$ cat src/rtl/ctbs_pkg.sv
// ----------------------------------------------------------------------------
// ctbs_pkg: shared types and constants of the corrected tree broadcast scheduler
// Field widths, operation and result codes, node entry layout and the
// command and status bundles between controller and datapath.
// ----------------------------------------------------------------------------
`default_nettype none

package ctbs_pkg;

    localparam int MAX_NODES_DEF = 256;
    localparam int MAX_ARITY_DEF = 16;

    localparam int NODE_W     = 8;
    localparam int OP_W       = 2;
    localparam int KIND_W     = 2;
    localparam int TAG_W      = 2;
    localparam int ARITY_W    = 5;
    localparam int COUNT_W    = 9;
    localparam int OFF_W      = 10;
    localparam int STRIDE_W   = 9;
    localparam int DST_W      = 10;
    localparam int CFG_IDX_W  = 1;
    localparam int CFG_DATA_W = 9;
    localparam int S_TDATA_W  = 8;
    localparam int S_TUSER_W  = 2;
    localparam int M_TDATA_W  = 16;
    localparam int M_TUSER_W  = 4;
    localparam int SEL_W      = 3;

    localparam logic [OP_W-1:0] OP_TREE  = 2'd0;
    localparam logic [OP_W-1:0] OP_LEFT  = 2'd1;
    localparam logic [OP_W-1:0] OP_RIGHT = 2'd2;
    localparam logic [OP_W-1:0] OP_RING  = 2'd3;

    localparam logic [KIND_W-1:0] KIND_SEND    = 2'd0;
    localparam logic [KIND_W-1:0] KIND_CANCEL  = 2'd1;
    localparam logic [KIND_W-1:0] KIND_FINISH  = 2'd2;
    localparam logic [KIND_W-1:0] KIND_NOTHING = 2'd3;

    localparam logic [TAG_W-1:0] TAG_TREE  = 2'd0;
    localparam logic [TAG_W-1:0] TAG_LEFT  = 2'd1;
    localparam logic [TAG_W-1:0] TAG_RIGHT = 2'd2;

    localparam logic [CFG_IDX_W-1:0] REG_ARITY      = 1'b0;
    localparam logic [CFG_IDX_W-1:0] REG_NODE_COUNT = 1'b1;

    localparam logic [ARITY_W-1:0] ARITY_RESET      = 5'd2;
    localparam logic [COUNT_W-1:0] NODE_COUNT_RESET = 9'd256;

    // result source selected by the controller
    localparam logic [SEL_W-1:0] SEL_CANCEL = 3'd0;
    localparam logic [SEL_W-1:0] SEL_RING   = 3'd1;
    localparam logic [SEL_W-1:0] SEL_TREE   = 3'd2;
    localparam logic [SEL_W-1:0] SEL_FIN    = 3'd3;
    localparam logic [SEL_W-1:0] SEL_NONE   = 3'd4;

    typedef struct packed {
        logic             reported;
        logic             rfin;
        logic             lfin;
        logic             tree_sent;
        logic [OFF_W-1:0] loff;
        logic [OFF_W-1:0] roff;
    } entry_t;

    typedef struct packed {
        logic             clr_we;
        logic             accept;
        logic             eval;
        logic             search_step;
        logic             tree_init;
        logic             tree_step;
        logic             mod_step;
        logic             emit;
        logic [SEL_W-1:0] sel;
    } cmd_t;

    typedef struct packed {
        logic out_free;
        logic clr_last;
        logic in_range;
        logic cancel_do;
        logic ring_do;
        logic tree_do;
        logic fin_do;
        logic search_done;
        logic mod_last;
        logic tree_hit;
        logic tree_more;
    } status_t;

endpackage

`default_nettype wire

$ cat src/rtl/ctbs_ctrl.sv
// ----------------------------------------------------------------------------
// ctbs_ctrl: scheduler controller
// Sequences the clearing sweep, entry lookup, stride search, offset modulo
// and the ordered emission of the results of one event.
// ----------------------------------------------------------------------------
`default_nettype none

module ctbs_ctrl (
    input  wire logic              aclk,
    input  wire logic              aresetn,
    input  wire logic              s_tvalid,
    output logic                   s_tready,
    input  wire ctbs_pkg::status_t status,
    output ctbs_pkg::cmd_t         cmd
);

    localparam logic [3:0] ST_CLEAR  = 4'd0;
    localparam logic [3:0] ST_IDLE   = 4'd1;
    localparam logic [3:0] ST_EVAL   = 4'd2;
    localparam logic [3:0] ST_MOD    = 4'd3;
    localparam logic [3:0] ST_SEARCH = 4'd4;
    localparam logic [3:0] ST_TREE   = 4'd5;
    localparam logic [3:0] ST_CANCEL = 4'd6;
    localparam logic [3:0] ST_RING   = 4'd7;
    localparam logic [3:0] ST_FIN    = 4'd8;
    localparam logic [3:0] ST_NONE   = 4'd9;

    logic [3:0] state_reg;
    logic [3:0] state_next;

    always_ff @(posedge aclk) begin
        if (!aresetn) begin
            state_reg <= ST_CLEAR;
        end else begin
            state_reg <= state_next;
        end
    end

    assign s_tready = (state_reg == ST_IDLE);

    always_comb begin
        cmd        = '0;
        state_next = state_reg;
        case (state_reg)
            ST_CLEAR: begin
                cmd.clr_we = 1'b1;
                if (status.clr_last) begin
                    state_next = ST_IDLE;
                end
            end
            ST_IDLE: begin
                if (s_tvalid) begin
                    cmd.accept = 1'b1;
                    state_next = ST_EVAL;
                end
            end
            ST_EVAL: begin
                cmd.eval = 1'b1;
                if (!status.in_range) begin
                    state_next = ST_NONE;
                end else if (status.ring_do) begin
                    state_next = ST_MOD;
                end else if (status.cancel_do) begin
                    state_next = ST_CANCEL;
                end else if (status.tree_do) begin
                    state_next = ST_SEARCH;
                end else if (status.fin_do) begin
                    state_next = ST_FIN;
                end else begin
                    state_next = ST_NONE;
                end
            end
            ST_MOD: begin
                cmd.mod_step = 1'b1;
                if (status.mod_last) begin
                    state_next = status.cancel_do ? ST_CANCEL : ST_RING;
                end
            end
            ST_SEARCH: begin
                if (status.search_done) begin
                    cmd.tree_init = 1'b1;
                    state_next    = ST_TREE;
                end else begin
                    cmd.search_step = 1'b1;
                end
            end
            ST_TREE: begin
                if (status.tree_hit) begin
                    if (status.out_free) begin
                        cmd.emit      = 1'b1;
                        cmd.sel       = ctbs_pkg::SEL_TREE;
                        cmd.tree_step = 1'b1;
                        if (status.tree_more) begin
                            state_next = ST_TREE;
                        end else if (status.fin_do) begin
                            state_next = ST_FIN;
                        end else begin
                            state_next = ST_IDLE;
                        end
                    end
                end else begin
                    // no child inside the node range
                    state_next = status.fin_do ? ST_FIN : ST_NONE;
                end
            end
            ST_CANCEL: begin
                if (status.out_free) begin
                    cmd.emit = 1'b1;
                    cmd.sel  = ctbs_pkg::SEL_CANCEL;
                    if (status.ring_do) begin
                        state_next = ST_RING;
                    end else if (status.fin_do) begin
                        state_next = ST_FIN;
                    end else begin
                        state_next = ST_IDLE;
                    end
                end
            end
            ST_RING: begin
                if (status.out_free) begin
                    cmd.emit   = 1'b1;
                    cmd.sel    = ctbs_pkg::SEL_RING;
                    state_next = status.fin_do ? ST_FIN : ST_IDLE;
                end
            end
            ST_FIN: begin
                if (status.out_free) begin
                    cmd.emit   = 1'b1;
                    cmd.sel    = ctbs_pkg::SEL_FIN;
                    state_next = ST_IDLE;
                end
            end
            ST_NONE: begin
                if (status.out_free) begin
                    cmd.emit   = 1'b1;
                    cmd.sel    = ctbs_pkg::SEL_NONE;
                    state_next = ST_IDLE;
                end
            end
            default: begin
                state_next = ST_IDLE;
            end
        endcase
    end

    a_emit_free: assert property (@(posedge aclk) disable iff (!aresetn)
        cmd.emit |-> status.out_free)
        else $error("result loaded while output register is occupied");

    a_accept_eval: assert property (@(posedge aclk) disable iff (!aresetn)
        (state_reg == ST_IDLE && s_tvalid) |=> (state_reg == ST_EVAL))
        else $error("accepted transfer not followed by entry evaluation");

    a_tree_hit: assert property (@(posedge aclk) disable iff (!aresetn)
        (cmd.emit && cmd.sel == ctbs_pkg::SEL_TREE) |-> status.tree_hit)
        else $error("tree send emitted outside node range");

    a_mod_exit: assert property (@(posedge aclk) disable iff (!aresetn)
        (state_reg == ST_MOD && status.mod_last)
        |=> (state_reg == ST_CANCEL || state_reg == ST_RING))
        else $error("offset reduction did not lead to ring emission");

endmodule

`default_nettype wire

$ cat config.mk
export PLATFORM = sky130hd
export DESIGN_NAME = ctbs_ctrl
export DESIGN_NICKNAME = d
export VERILOG_FILES = /design/src/rtl/ctbs_pkg.sv /design/src/rtl/ctbs_ctrl.sv
export SDC_FILE = /design/constraint.sdc
export NUM_CORES = 1
export LEC_CHECK = 0
export BUFFER_PORTS_ARGS = -buffer_cell sky130_fd_sc_hd__buf_2
export CAP_MARGIN = 15
export CORE_MARGIN = 1
export CORE_UTILIZATION = 42
export DETAILED_ROUTE_END_ITERATION = 16
export GPL_TIMING_DRIVEN = 0
export HOLD_SLACK_MARGIN = 0.03
export PLACE_DENSITY = 0.76
export SYNTH_ARGS = -nofsm -noshare
export SYNTH_HDL_FRONTEND = slang
export SYNTH_SLANG_ARGS = --single-unit
$ cat constraint.sdc
create_clock -name aclk -period 1.57 [get_ports aclk]
set_clock_uncertainty 0.2 [all_clocks]
set_input_delay 0.0785 -clock aclk [delete_from_list [all_inputs] [get_ports aclk]]
set_output_delay 0.0785 -clock aclk [all_outputs]
set_load 0.01 [all_outputs]
# Word-level counts from Yosys, hierarchy flattened
# Cells that the tools add are included.
op_classes:
  n_mux: 37
  n_eq_ne: 17
  reduce_logical: 3
ops:
  columns: ["cell", "n"]
  rows:
  - ["$mux W4", 22]
  - ["$pmux W4 S9", 1]
  - ["$pmux W4 S5", 1]
  - ["$eq A4 B3 Y1 const B", 4]
  - ["$mux W1", 12]
  - ["$ne A2 B2 Y1 const B", 6]
  - ["$eq A4 B2 Y1 const B", 2]
  - ["$eq A4 B4 Y1 const B", 2]
  - ["$reduce_and A8 Y1", 1]
  - ["$eq A4 B1 Y1 const B", 1]
  - ["$logic_not A4 Y1", 1]
  - ["$ne A3 B3 Y1 const B", 1]
  - ["$mux W2", 1]
  - ["$ne A2 B1 Y1 const B", 1]
  - ["$reduce_or A2 Y1", 1]
totals:
  inputBits: 14
  ff_bits: 4
  wordCells: 58
  out_inout_bits: 12

# Logic depth before layout (Yosys ltp)
# Gate-level depths: netlist (run 1).
depth:
  ltp_word: 6
  mapped_depth: 7
  depth_no_buf: 5

# Worst setup path before layout (run 1)
# Ideal clock, no wire load.
synth_path:
  path_kind: "reg-to-reg"
  from: "register state_reg[1]"
  to: "register state_reg[0]"
  path_buffers: 1
  path_stages_with_launch: 7
  setup_ns: 0.119
  path_slack_ns: 0.012
  arrival_time_ns: 1.239
  t_required_ns: 1.251
  period_less_slack_ns: 1.558
  path_cell_list: "dfxtp_1 -> buf_2 -> mux2i_1 -> a22oi_4 -> o21ai_4 -> inv_2 -> o221a_1"
synth_via:
  elab_chain_cells: 4
  word_cells_on_any_way: 21
  cone_classes: "17 x eq/ne; 1 x mux; 3 x reduce/logical"
synth_rtl:
  columns: ["element", "line", "source"]
  rows:
  - ["from (decl)", "ctbs_ctrl.sv:28", "logic [3:0] state_reg;"]
  - ["from (signal assigned)", "ctbs_ctrl.sv:35", "state_reg <= state_next;"]
  - ["$eq A4 B4 Y1", "ctbs_ctrl.sv:44", "case (state_reg)"]
  - ["$reduce_or A2 Y1 (no line)", null, null]
  - ["$ne A2 B1 Y1 (no line)", null, null]
  - ["$reduce_and A8 Y1 (no line)", null, null]
# Parallel ways exist; a longest one is shown, timed or not.
# A chain may end at the register's enable or synchronous reset.

==> flow_metrics.py, run 1 <==
metrics = {
    "finish": {
        "largest_register_ffs": 4,
        "postLayoutCellArea_um2": 1060,
        "multi_input_gate_area_um2": 598,
        "final.fill_count": 95,
        "design.final.nets": 141,
        "final-seq-area_um2": 86.3,
        "num_antenna_cells": 0,
        "area_growth_syn_to_layout_pct": 67.5,
        "drive_gt1_share_pct": 56.8,
        "layout.cells.non_filler": 140,
    },
    "worst_hold_path": {
        "hold_path.class": "in -> reg",
        "hold-path-endpoint": "state_reg[3]",
        "worst_min_delay_path_startpoint": "status[7]",
        "worst_hold_path.num_cells": 4,
    },
    "yosys": {
        "netlist-cell-type-count": 43,
        "synth.yosys.seq_area_share_pct": 12.7,
        "syn-instance-count": 84,
        "most_frequent_cells_after_synthesis": "9 x sky130_fd_sc_hd__nor2_1, 6 x sky130_fd_sc_hd__nand2_1, 5 x sky130_fd_sc_hd__buf_2",
        "synth.top_cells.by_area": "sky130_fd_sc_hd__dfxtp_1 13%, sky130_fd_sc_hd__nor2_1 5.3%, sky130_fd_sc_hd__buf_2 4.0%",
        "postSynthAreaPerCell_um2": 7.52,
        "synth.ff_latch_count": 4,
        "synth_edf_count": 0,
        "postSynthNetCount": 98,
        "synth-main-ff-cell": "sky130_fd_sc_hd__dfxtp_1",
        "synth_largest_type_area_fraction_pct": 12.7,
        "synthesis.area_um2": 632,
        "synth-warning-count": 0,
        "yosys.area.top_type": "sky130_fd_sc_hd__dfxtp_1",
        "synth_async_sr_flop_share_pct": 0,
        "synthMostInstantiatedCell": "sky130_fd_sc_hd__nor2_1",
    },
    "setup_path": {
        "crit_family": "simple AND/OR/NAND/NOR gates",
        "timing.critical_path.slowest_cell_delay_ns": 0.37,
        "setup.worst_path.end_class": "primary output",
        "worst_path_max_delay_cell": "sky130_fd_sc_hd__dfxtp_4",
        "crit_buf_inv": 2,
        "r2r_cells": 6,
        "startpoint_class_of_the_critical_path": "flip-flop",
        "cp_max_fanout": 7,
        "reg2reg_to": "state_reg[3]",
        "arrival_worst_endpoint_ns": 1.37,
        "timing_worst_setup_path_type": "reg -> out",
        "timing.critical_path.required_ns": 1.29,
        "worst-r2r-setup-slack_ns": -0.06,
        "crit_chain": "buf_8 -> or2_4 -> o22ai_1 -> and2_1 -> buf_2",
        "regToRegStartpoint": "state_reg[1]",
    },
    "grt": {
        "met2_usage_pct": 47.7,
        "grt.met3_usage_pct": 6.52,
        "globalRouteMet1Util_pct": 29.8,
        "globalRoute.busiestLayer": "met2",
        "grt.total_usage_pct": 25.8,
        "residual_overflow_from_global_routing": 0,
        "grt_pass1_wl_um": 2860,
        "grt_pass1_vias": 665,
        "grt_antenna_before_repair": 0,
        "maximum_number_of_pins_on_one_net_before_global_route_repair": 11,
    },
    "timing": {
        "setup-violations-final": 6,
        "timing.final.crit_share_pct": 105,
        "setup_total_negative_slack_ns": -0.328,
        "timing.final.crit_period_ns": 1.65,
        "grt_setup_unrepaired": "yes",
        "slew_headroom_pct": 81.2,
        "timing_hold_violations_final": 0,
        "final-max-slew-violation-count": 0,
        "fmax_mhz": 608,
        "tightest_slew_ns": 0.274,
        "worst_slack_ns": -0.0750,
    },
    "clocking": {
        "max-clock-path-buffers": 2,
        "cts-buffers-inserted": 3,
        "cts.reportedPaths.clkPinSlew_ns": 0.04,
        "htree_num_levels": 1,
        "ctsRootBufferMaster": "sky130_fd_sc_hd__clkbuf_4",
        "worstSkewPairLatency_ns": 0.23,
        "tritoncts": "yes",
        "clkSinkCount": 4,
    },
    "die": {
        "full_die_area_um2": 1660,
        "num_io_pins": 26,
        "dieWidth_um": 40.8,
        "fp-row-count": 13,
        "placeableCoreArea_um2": 1350,
        "initial_core_util_pct": 46.8,
        "chipHeight_um": 40.8,
    },
    "detailed_routing": {
        "wl_um": 2290,
        "first_pass_iters": 4,
        "dr_total_vias": 809,
        "vias_per_cell": 5.78,
        "initialDrtViolationCount": 29,
        "routedWlPerCell_um": 16.4,
        "route.detailed.drc": 0,
        "ant_nets": 0,
    },
    "run_status": {
        "violations": "setup timing",
        "run_status": "finished, violations left",
    },
    "place": {
        "dpl.cell_count": 124,
        "placed_area_um2": 776,
        "place.detailed.hpwl_um": 1280,
        "finalWeightedCongestion": 0.848,
        "placement.io_buffers": 25,
        "preCtsSetupSlack_ns": -0.102,
    },
    "power_and_ir_drop": {
        "leakagePower_nw": 0.477,
        "power.internal_w": 0.000913,
        "power.combinational.fraction_pct": 81.2,
        "power.share.switching_pct": 45.9,
        "power.ir.vdd_worst_uv": 1030,
        "power.density_nw_per_um2": 1590,
        "seqPwrFrac_pct": 11.4,
        "power.net_switching_w": 0.000775,
        "power.share.clock_pct": 7.3,
        "design_power_total_w": 0.00169,
    },
    "job": {
        "cap_violations": 0,
    },
}
placed cells by master, fill, tap and decap left out, types with 2 or more instances in the layout:
master | netlist | routed
sky130_fd_sc_hd__a21oi_1 | 4 | 3
sky130_fd_sc_hd__a31oi_1 | 3 | 2
sky130_fd_sc_hd__and2_1 | 3 | 3
sky130_fd_sc_hd__buf_2 | 5 | 25
sky130_fd_sc_hd__buf_4 | 1 | 11
sky130_fd_sc_hd__buf_6 | 1 | 4
sky130_fd_sc_hd__clkbuf_4 | 0 | 3
sky130_fd_sc_hd__dfxtp_2 | 0 | 2
sky130_fd_sc_hd__dlygate4sd3_1 | 0 | 3
sky130_fd_sc_hd__inv_1 | 3 | 3
sky130_fd_sc_hd__mux2i_1 | 2 | 2
sky130_fd_sc_hd__nand2_1 | 6 | 6
sky130_fd_sc_hd__nand2b_1 | 3 | 2
sky130_fd_sc_hd__nand2b_4 | 1 | 2
sky130_fd_sc_hd__nor2_1 | 9 | 8
sky130_fd_sc_hd__nor2_4 | 0 | 2
sky130_fd_sc_hd__nor3_1 | 4 | 3
sky130_fd_sc_hd__o21ai_1 | 2 | 2
sky130_fd_sc_hd__o22ai_1 | 3 | 2
how the worst max path moves through the flow:
stage | startpoint | to | slack [ns] | cells past startpoint
floorplan | state_reg[1] | state_reg[0] | 0.01 | 6
finish | state_reg[1] | cmd[0] | -0.08 | 5
global route | state_reg[0] | cmd[0] | -0.14 | 6
detailed placement | state_reg[1] | state_reg[0] | -0.10 | 6
CTS | state_reg[2] | state_reg[0] | -0.03 | 6
global placement | state_reg[1] | state_reg[0] | -0.10 | 6
area by class of cell:
class | instances | share of cell area (%)
Timing Repair Buffer | 39 | 22.8
Tap cell | 15 | 1.77
Inverter | 4 | 1.42
Multi-Input combinational cell | 69 | 56.5
Sequential cell | 4 | 8.16
Clock buffer | 3 | 2.13
Buffer | 6 | 7.21
metrics by stage:
stage / util (%) / hold WS, ns
floorplan: - / 0.0114
global placement: 57.5 / 0.162
detailed placement: 57.5 / 0.173
CTS: 69.8 / 0.0406
global route: 78.4 / 0.0691
finish: 78.4 / 0.0437
worst reg2reg max path: stages, from the launching register on:
cell	delay, ns
sky130_fd_sc_hd__dfxtp_4	0.37
sky130_fd_sc_hd__buf_4	0.15
sky130_fd_sc_hd__buf_4	0.14
sky130_fd_sc_hd__o21ai_1	0.15
sky130_fd_sc_hd__a21boi_0	0.14
sky130_fd_sc_hd__o21ai_0	0.23
sky130_fd_sc_hd__a31oi_1	0.13
routing by layer:
layer / wire, um / part of all wire (%) / up-vias
met3: 141 / 6.2 / 4
met2: 1140 / 50 / 46
met4: 25 / 1.1 / 0
li1: - / - / 392
met5: 0 / 0 / -
met1: 986 / 43 / 367
cell families after synthesis:
| family | count (synthesis) | share of synthesized area (%) |
|---|---|---|
| AND/OR/NAND/NOR | 40 | 37.8 |
| buffers and inverters | 11 | 9.31 |
| flip-flops | 4 | 12.7 |
| multiplexers | 3 | 5.35 |
| AO/OA/AOI/OAI | 26 | 34.9 |
power by group through the flow:
stage               Combinational, W  Clock [W]  Sequential [W]
finish                       0.00137   0.000124        0.000193
global route                 0.00145   0.000141        0.000197
CTS                          0.00108   0.000130        0.000187
detailed placement          0.000919          0        0.000145
global placement            0.000898          0        0.000144
floorplan                   0.000710          0        0.000143
what timing repair did:
item,CTS,global route
hold endpoints to repair,4,0
hold buffers,3,0
resized for setup,22,16
endpoints found under the setup margin,15,12
buffers inserted,5,6
pin swaps,4,5
Note: power is estimated with default switching activity, not from simulation.
==> run 2: changes to the inputs <==
Settings changed: PLACE_DENSITY 0.76 to 0.74.
==> flow_metrics.py, run 2 (same netlist as run 1, synthesis figures left out) <==
metrics = {
    "timing": {
        "tightest_slew_ns": 0.293,
        "worst_slack_ns": -0.0520,
        "timing.final.crit_share_pct": 103,
        "final-max-slew-violation-count": 0,
        "slew_headroom_pct": 80.2,
        "fmax_mhz": 617,
        "setup-violations-final": 3,
        "grt_setup_unrepaired": "yes",
        "timing.final.crit_period_ns": 1.62,
        "timing_hold_violations_final": 0,
    },
    "place": {
        "preCtsSetupSlack_ns": -0.124,
        "placement.io_buffers": 25,
        "placed_area_um2": 776,
        "finalWeightedCongestion": 0.792,
        "place.detailed.hpwl_um": 1260,
    },
    "finish": {
        "multi_input_gate_area_um2": 576,
        "layout_commonest_cell": "sky130_fd_sc_hd__buf_2",
        "num_antenna_cells": 0,
        "area_growth_syn_to_layout_pct": 64.4,
        "final-seq-area_um2": 90.1,
        "finish.utilization_pct": 76.9,
        "drive_gt1_share_pct": 56.8,
        "largest_register_ffs": 4,
        "final_cell_mix": "26 x sky130_fd_sc_hd__buf_2, 10 x sky130_fd_sc_hd__buf_4, 9 x sky130_fd_sc_hd__nor2_1",
        "design.final.nets": 141,
        "final.fill_count": 99,
        "postLayoutCellArea_um2": 1040,
    },
    "clocking": {
        "max-clock-path-buffers": 2,
        "cts-buffers-inserted": 3,
        "tritoncts": "yes",
        "worstSkewPairLatency_ns": 0.23,
        "htree_num_levels": 1,
        "ctsRootBufferMaster": "sky130_fd_sc_hd__clkbuf_4",
        "cts.reportedPaths.clkPinSlew_ns": 0.04,
        "clkSinkCount": 4,
    },
    "setup_path": {
        "timing_worst_setup_path_type": "reg -> out",
        "crit_chain": "nand2b_4 -> nor2_1 -> a31oi_1 -> nor3b_1 -> buf_2",
        "startpoint_class_of_the_critical_path": "flip-flop",
        "worst_path_max_delay_cell": "sky130_fd_sc_hd__dfxtp_4",
        "setup.worst_path.end_class": "primary output",
        "cp_max_fanout": 7,
        "timing.critical_path.required_ns": 1.29,
        "timing.critical_path.slowest_cell_delay_ns": 0.37,
        "arrival_worst_endpoint_ns": 1.34,
    },
    "worst_hold_path": {
        "hold_path.class": "in -> reg",
    },
    "grt": {
        "grt_pass1_wl_um": 2700,
        "grt.total_usage_pct": 24.1,
        "residual_overflow_from_global_routing": 0,
        "maximum_number_of_pins_on_one_net_before_global_route_repair": 11,
        "grt_pass1_vias": 636,
        "grt_antenna_before_repair": 0,
    },
    "run_status": {
        "violations": "setup timing",
        "run_status": "finished, violations left",
    },
    "die": {
        "placeableCoreArea_um2": 1350,
        "fp-row-count": 13,
        "full_die_area_um2": 1660,
        "initial_core_util_pct": 46.8,
        "chipHeight_um": 40.8,
        "num_io_pins": 26,
        "dieWidth_um": 40.8,
    },
    "power_and_ir_drop": {
        "leakagePower_nw": 0.476,
        "power.density_nw_per_um2": 1580,
        "power.ir.vdd_worst_uv": 1010,
        "design_power_total_w": 0.00164,
    },
    "detailed_routing": {
        "vias_per_cell": 5.71,
        "route.detailed.drc": 0,
        "dr_total_vias": 799,
        "initialDrtViolationCount": 10,
        "wl_um": 2020,
        "ant_nets": 0,
        "first_pass_iters": 4,
        "routedWlPerCell_um": 14.4,
    },
    "job": {
        "cap_violations": 0,
    },
}
==> run 2: power by group <==
part / switching, W / internal, W / total, W
Combinational: 0.000622 / 0.000692 / 0.00131
Clock: 0.0000400 / 0.0000853 / 0.000125
Sequential: 0.0000538 / 0.000149 / 0.000202
Total: 0.000716 / 0.000926 / 0.00164
==> run 2: worst max-delay path, delay by kind of cell (launching register included) <==
kind | cells | cell delay [ns]
DFF | 1 | 0.37
AOI/OAI and AO/OA | 1 | 0.05
and+or+nand+nor | 3 | 0.52
buffers and inverters | 1 | 0.17
==> run 2: repair_timing <==
action / CTS / global route
gates resized for setup: 20 / 12
endpoints found under the setup margin: 15 / 12
pin swaps: 4 / 11
buffers inserted: 3 / 7
cloned: 0 / 2
hold endpoints to repair: 4 / 0
hold buffers: 3 / 0
==> run 2: final cells by class <==
type	instances	share of cell area [%]
Inverter	4	1.45
Clock buffer	3	2.17
Tap cell	15	1.81
Multi-Input combinational cell	69	55.4
Timing Repair Buffer	40	25.1
Sequential cell	4	8.67
Buffer	5	5.42
==> run 2: through the flow <==
| stage | instances | hold slack (ns) | setup TNS, ns |
|---|---|---|---|
| after global placement | 124 | 0.162 | -0.125 |
| final | 140 | 0.0373 | -0.0896 |
| after CTS | 132 | 0.0376 | -0.193 |
| after global routing | 140 | 0.0767 | -0.537 |
| after floorplan | 84 | 0.0114 | 0 |
| after detailed placement | 124 | 0.169 | -0.270 |
==> run 2: metal layers <==
metal | vias to the layer above | wire [um] | GRT usage [%]
met3 | 2 | 103 | 7.61
met1 | 368 | 883 | 27.8
met4 | 0 | 17 | 4.17
li1 | 394 | - | -
met5 | - | 0 | 0
met2 | 35 | 1020 | 43.0
==> run 2: worst paths after layout <==
path	from	end	slack, ns	cells after the start
max reg2reg	state_reg[1]	state_reg[2]	-0.01	6
max	state_reg[2]	cmd[1]	-0.05	5
min reg2reg	state_reg[3]	state_reg[3]	0.55	3
min	status[6]	state_reg[3]	0.04	4
==> run 3: changes to the inputs <==
Settings changed: SETUP_SLACK_MARGIN set to 0.15.
==> flow_metrics.py, run 3 (same netlist as run 1, synthesis figures left out) <==
metrics = {
    "clocking": {
        "cts.reportedPaths.clkPinSlew_ns": 0.04,
        "htree_num_levels": 1,
        "worstSkewPairLatency_ns": 0.23,
        "tritoncts": "yes",
        "cts-buffers-inserted": 3,
        "ctsRootBufferMaster": "sky130_fd_sc_hd__clkbuf_4",
        "clkSinkCount": 4,
        "max-clock-path-buffers": 2,
    },
    "timing": {
        "worst_slack_ns": -0.0927,
        "final-max-slew-violation-count": 0,
        "timing_hold_violations_final": 0,
        "fmax_mhz": 601,
        "tightest_slew_ns": 0.325,
        "grt_setup_unrepaired": "yes",
        "setup-violations-final": 7,
        "timing.final.crit_period_ns": 1.66,
        "slew_headroom_pct": 78.1,
        "timing.final.crit_share_pct": 106,
    },
    "grt": {
        "maximum_number_of_pins_on_one_net_before_global_route_repair": 11,
        "grt_pass1_wl_um": 2890,
        "grt.total_usage_pct": 25.6,
        "grt_antenna_before_repair": 0,
        "residual_overflow_from_global_routing": 0,
        "grt_pass1_vias": 703,
    },
    "setup_path": {
        "setup.worst_path.end_class": "primary output",
        "startpoint_class_of_the_critical_path": "flip-flop",
        "cp_max_fanout": 9,
        "arrival_worst_endpoint_ns": 1.38,
        "timing.critical_path.required_ns": 1.29,
        "timing_worst_setup_path_type": "reg -> out",
    },
    "die": {
        "dieWidth_um": 40.8,
        "initial_core_util_pct": 46.8,
        "fp-row-count": 13,
        "chipHeight_um": 40.8,
        "num_io_pins": 26,
        "placeableCoreArea_um2": 1350,
        "full_die_area_um2": 1660,
    },
    "detailed_routing": {
        "dr_total_vias": 783,
        "wl_um": 1880,
        "vias_per_cell": 5.72,
        "first_pass_iters": 4,
        "route.detailed.drc": 0,
        "initialDrtViolationCount": 18,
        "routedWlPerCell_um": 13.7,
        "ant_nets": 0,
    },
    "finish": {
        "final.fill_count": 107,
        "final_cell_mix": "25 x sky130_fd_sc_hd__buf_2, 9 x sky130_fd_sc_hd__nor2_1, 7 x sky130_fd_sc_hd__buf_4",
        "largest_register_ffs": 4,
        "layout_commonest_cell": "sky130_fd_sc_hd__buf_2",
        "design.final.nets": 138,
        "num_antenna_cells": 0,
        "finish.utilization_pct": 72.6,
        "postLayoutCellArea_um2": 980,
        "drive_gt1_share_pct": 50.8,
        "area_growth_syn_to_layout_pct": 55.0,
    },
    "worst_hold_path": {
        "hold_path.class": "in -> reg",
    },
    "power_and_ir_drop": {
        "leakagePower_nw": 0.450,
        "design_power_total_w": 0.00148,
        "power.density_nw_per_um2": 1510,
        "power.ir.vdd_worst_uv": 820,
    },
    "place": {
        "placed_area_um2": 805,
        "finalWeightedCongestion": 0.749,
        "place.detailed.hpwl_um": 1310,
        "placement.io_buffers": 25,
    },
    "run_status": {
        "run_status": "finished, violations left",
        "violations": "setup timing",
    },
    "job": {
        "cap_violations": 0,
    },
}
## run 3: cell types whose count changed in the layout (fill, tap and decap cells not counted), moves of 2 or more
cell                      previous run  this run
sky130_fd_sc_hd__buf_6               3         5
sky130_fd_sc_hd__buf_4              10         7
sky130_fd_sc_hd__dfxtp_1             0         2
sky130_fd_sc_hd__dfxtp_4             2         0
## run 3: stage by stage
step	setup slack (ns)	hold WS, ns	setup TNS (ns)	cells
6_report	-0.0927	0.0401	-0.275	137
5_1_grt	-0.144	0.0907	-1.01	137
4_1_cts	-0.0736	0.0317	-0.288	135
3_5_place_dp	-0.0900	0.163	-0.171	124
3_3_place_gp	-0.0680	0.163	-0.101	124
2_1_floorplan	0.0358	0.0114	0	84
## run 3: metal layers
| layer | share of wire (%) | vias to the layer above | global-route usage [%] | wire (um) |
|---|---|---|---|---|
| li1 | - | 386 | - | - |
| met1 | 41 | 363 | 25.8 | 768 |
| met2 | 52 | 32 | 50.8 | 979 |
| met3 | 6.1 | 2 | 7.61 | 114 |
| met4 | 0.80 | 0 | 4.17 | 15 |
| met5 | 0 | - | 0 | 0 |
## run 3: path summary, 6_finish.rpt
check                    start           end  slack [ns]  cells after the start
setup reg to reg  state_reg[2]  state_reg[0]       -0.07                      6
hold / removal       status[6]  state_reg[3]        0.04                      4
setup / recovery  state_reg[1]        cmd[0]       -0.09                      6
hold reg to reg   state_reg[3]  state_reg[1]        0.51                      2
## run 3: critical path: stages (launching register included)
cell                      delay, ns
sky130_fd_sc_hd__dfxtp_1       0.30
sky130_fd_sc_hd__buf_6         0.13
sky130_fd_sc_hd__buf_6         0.13
sky130_fd_sc_hd__or2_4         0.23
sky130_fd_sc_hd__o22ai_1       0.11
sky130_fd_sc_hd__and2_1        0.14
sky130_fd_sc_hd__buf_2         0.12
## run 3: where the power goes
part	total [W]	internal, W	switching [W]
Sequential	0.000156	0.000137	0.0000188
Clock	0.000124	0.0000852	0.0000391
Combinational	0.00120	0.000601	0.000595
Total	0.00148	0.000824	0.000653
## run 3: layout make-up
cell class | instances | area, um^2 | area share, %
well taps | 15 | 18.8 | 1.92
multi-input cells | 69 | 547 | 55.8
inverters | 4 | 15.0 | 1.53
repair buffers | 35 | 208 | 21.2
flip-flops and latches | 4 | 82.6 | 8.43
clock buffers | 3 | 22.5 | 2.30
plain buffers | 7 | 86.3 | 8.81
## run 3: what timing repair did
action | 4_1_cts | 5_1_grt
pin swaps | 5 | 5
hold buffers | 3 | 0
buffers inserted | 5 | 2
endpoints found under the setup margin | 16 | 16
endpoints found under the hold margin | 4 | 0
gates resized for setup | 17 | 5
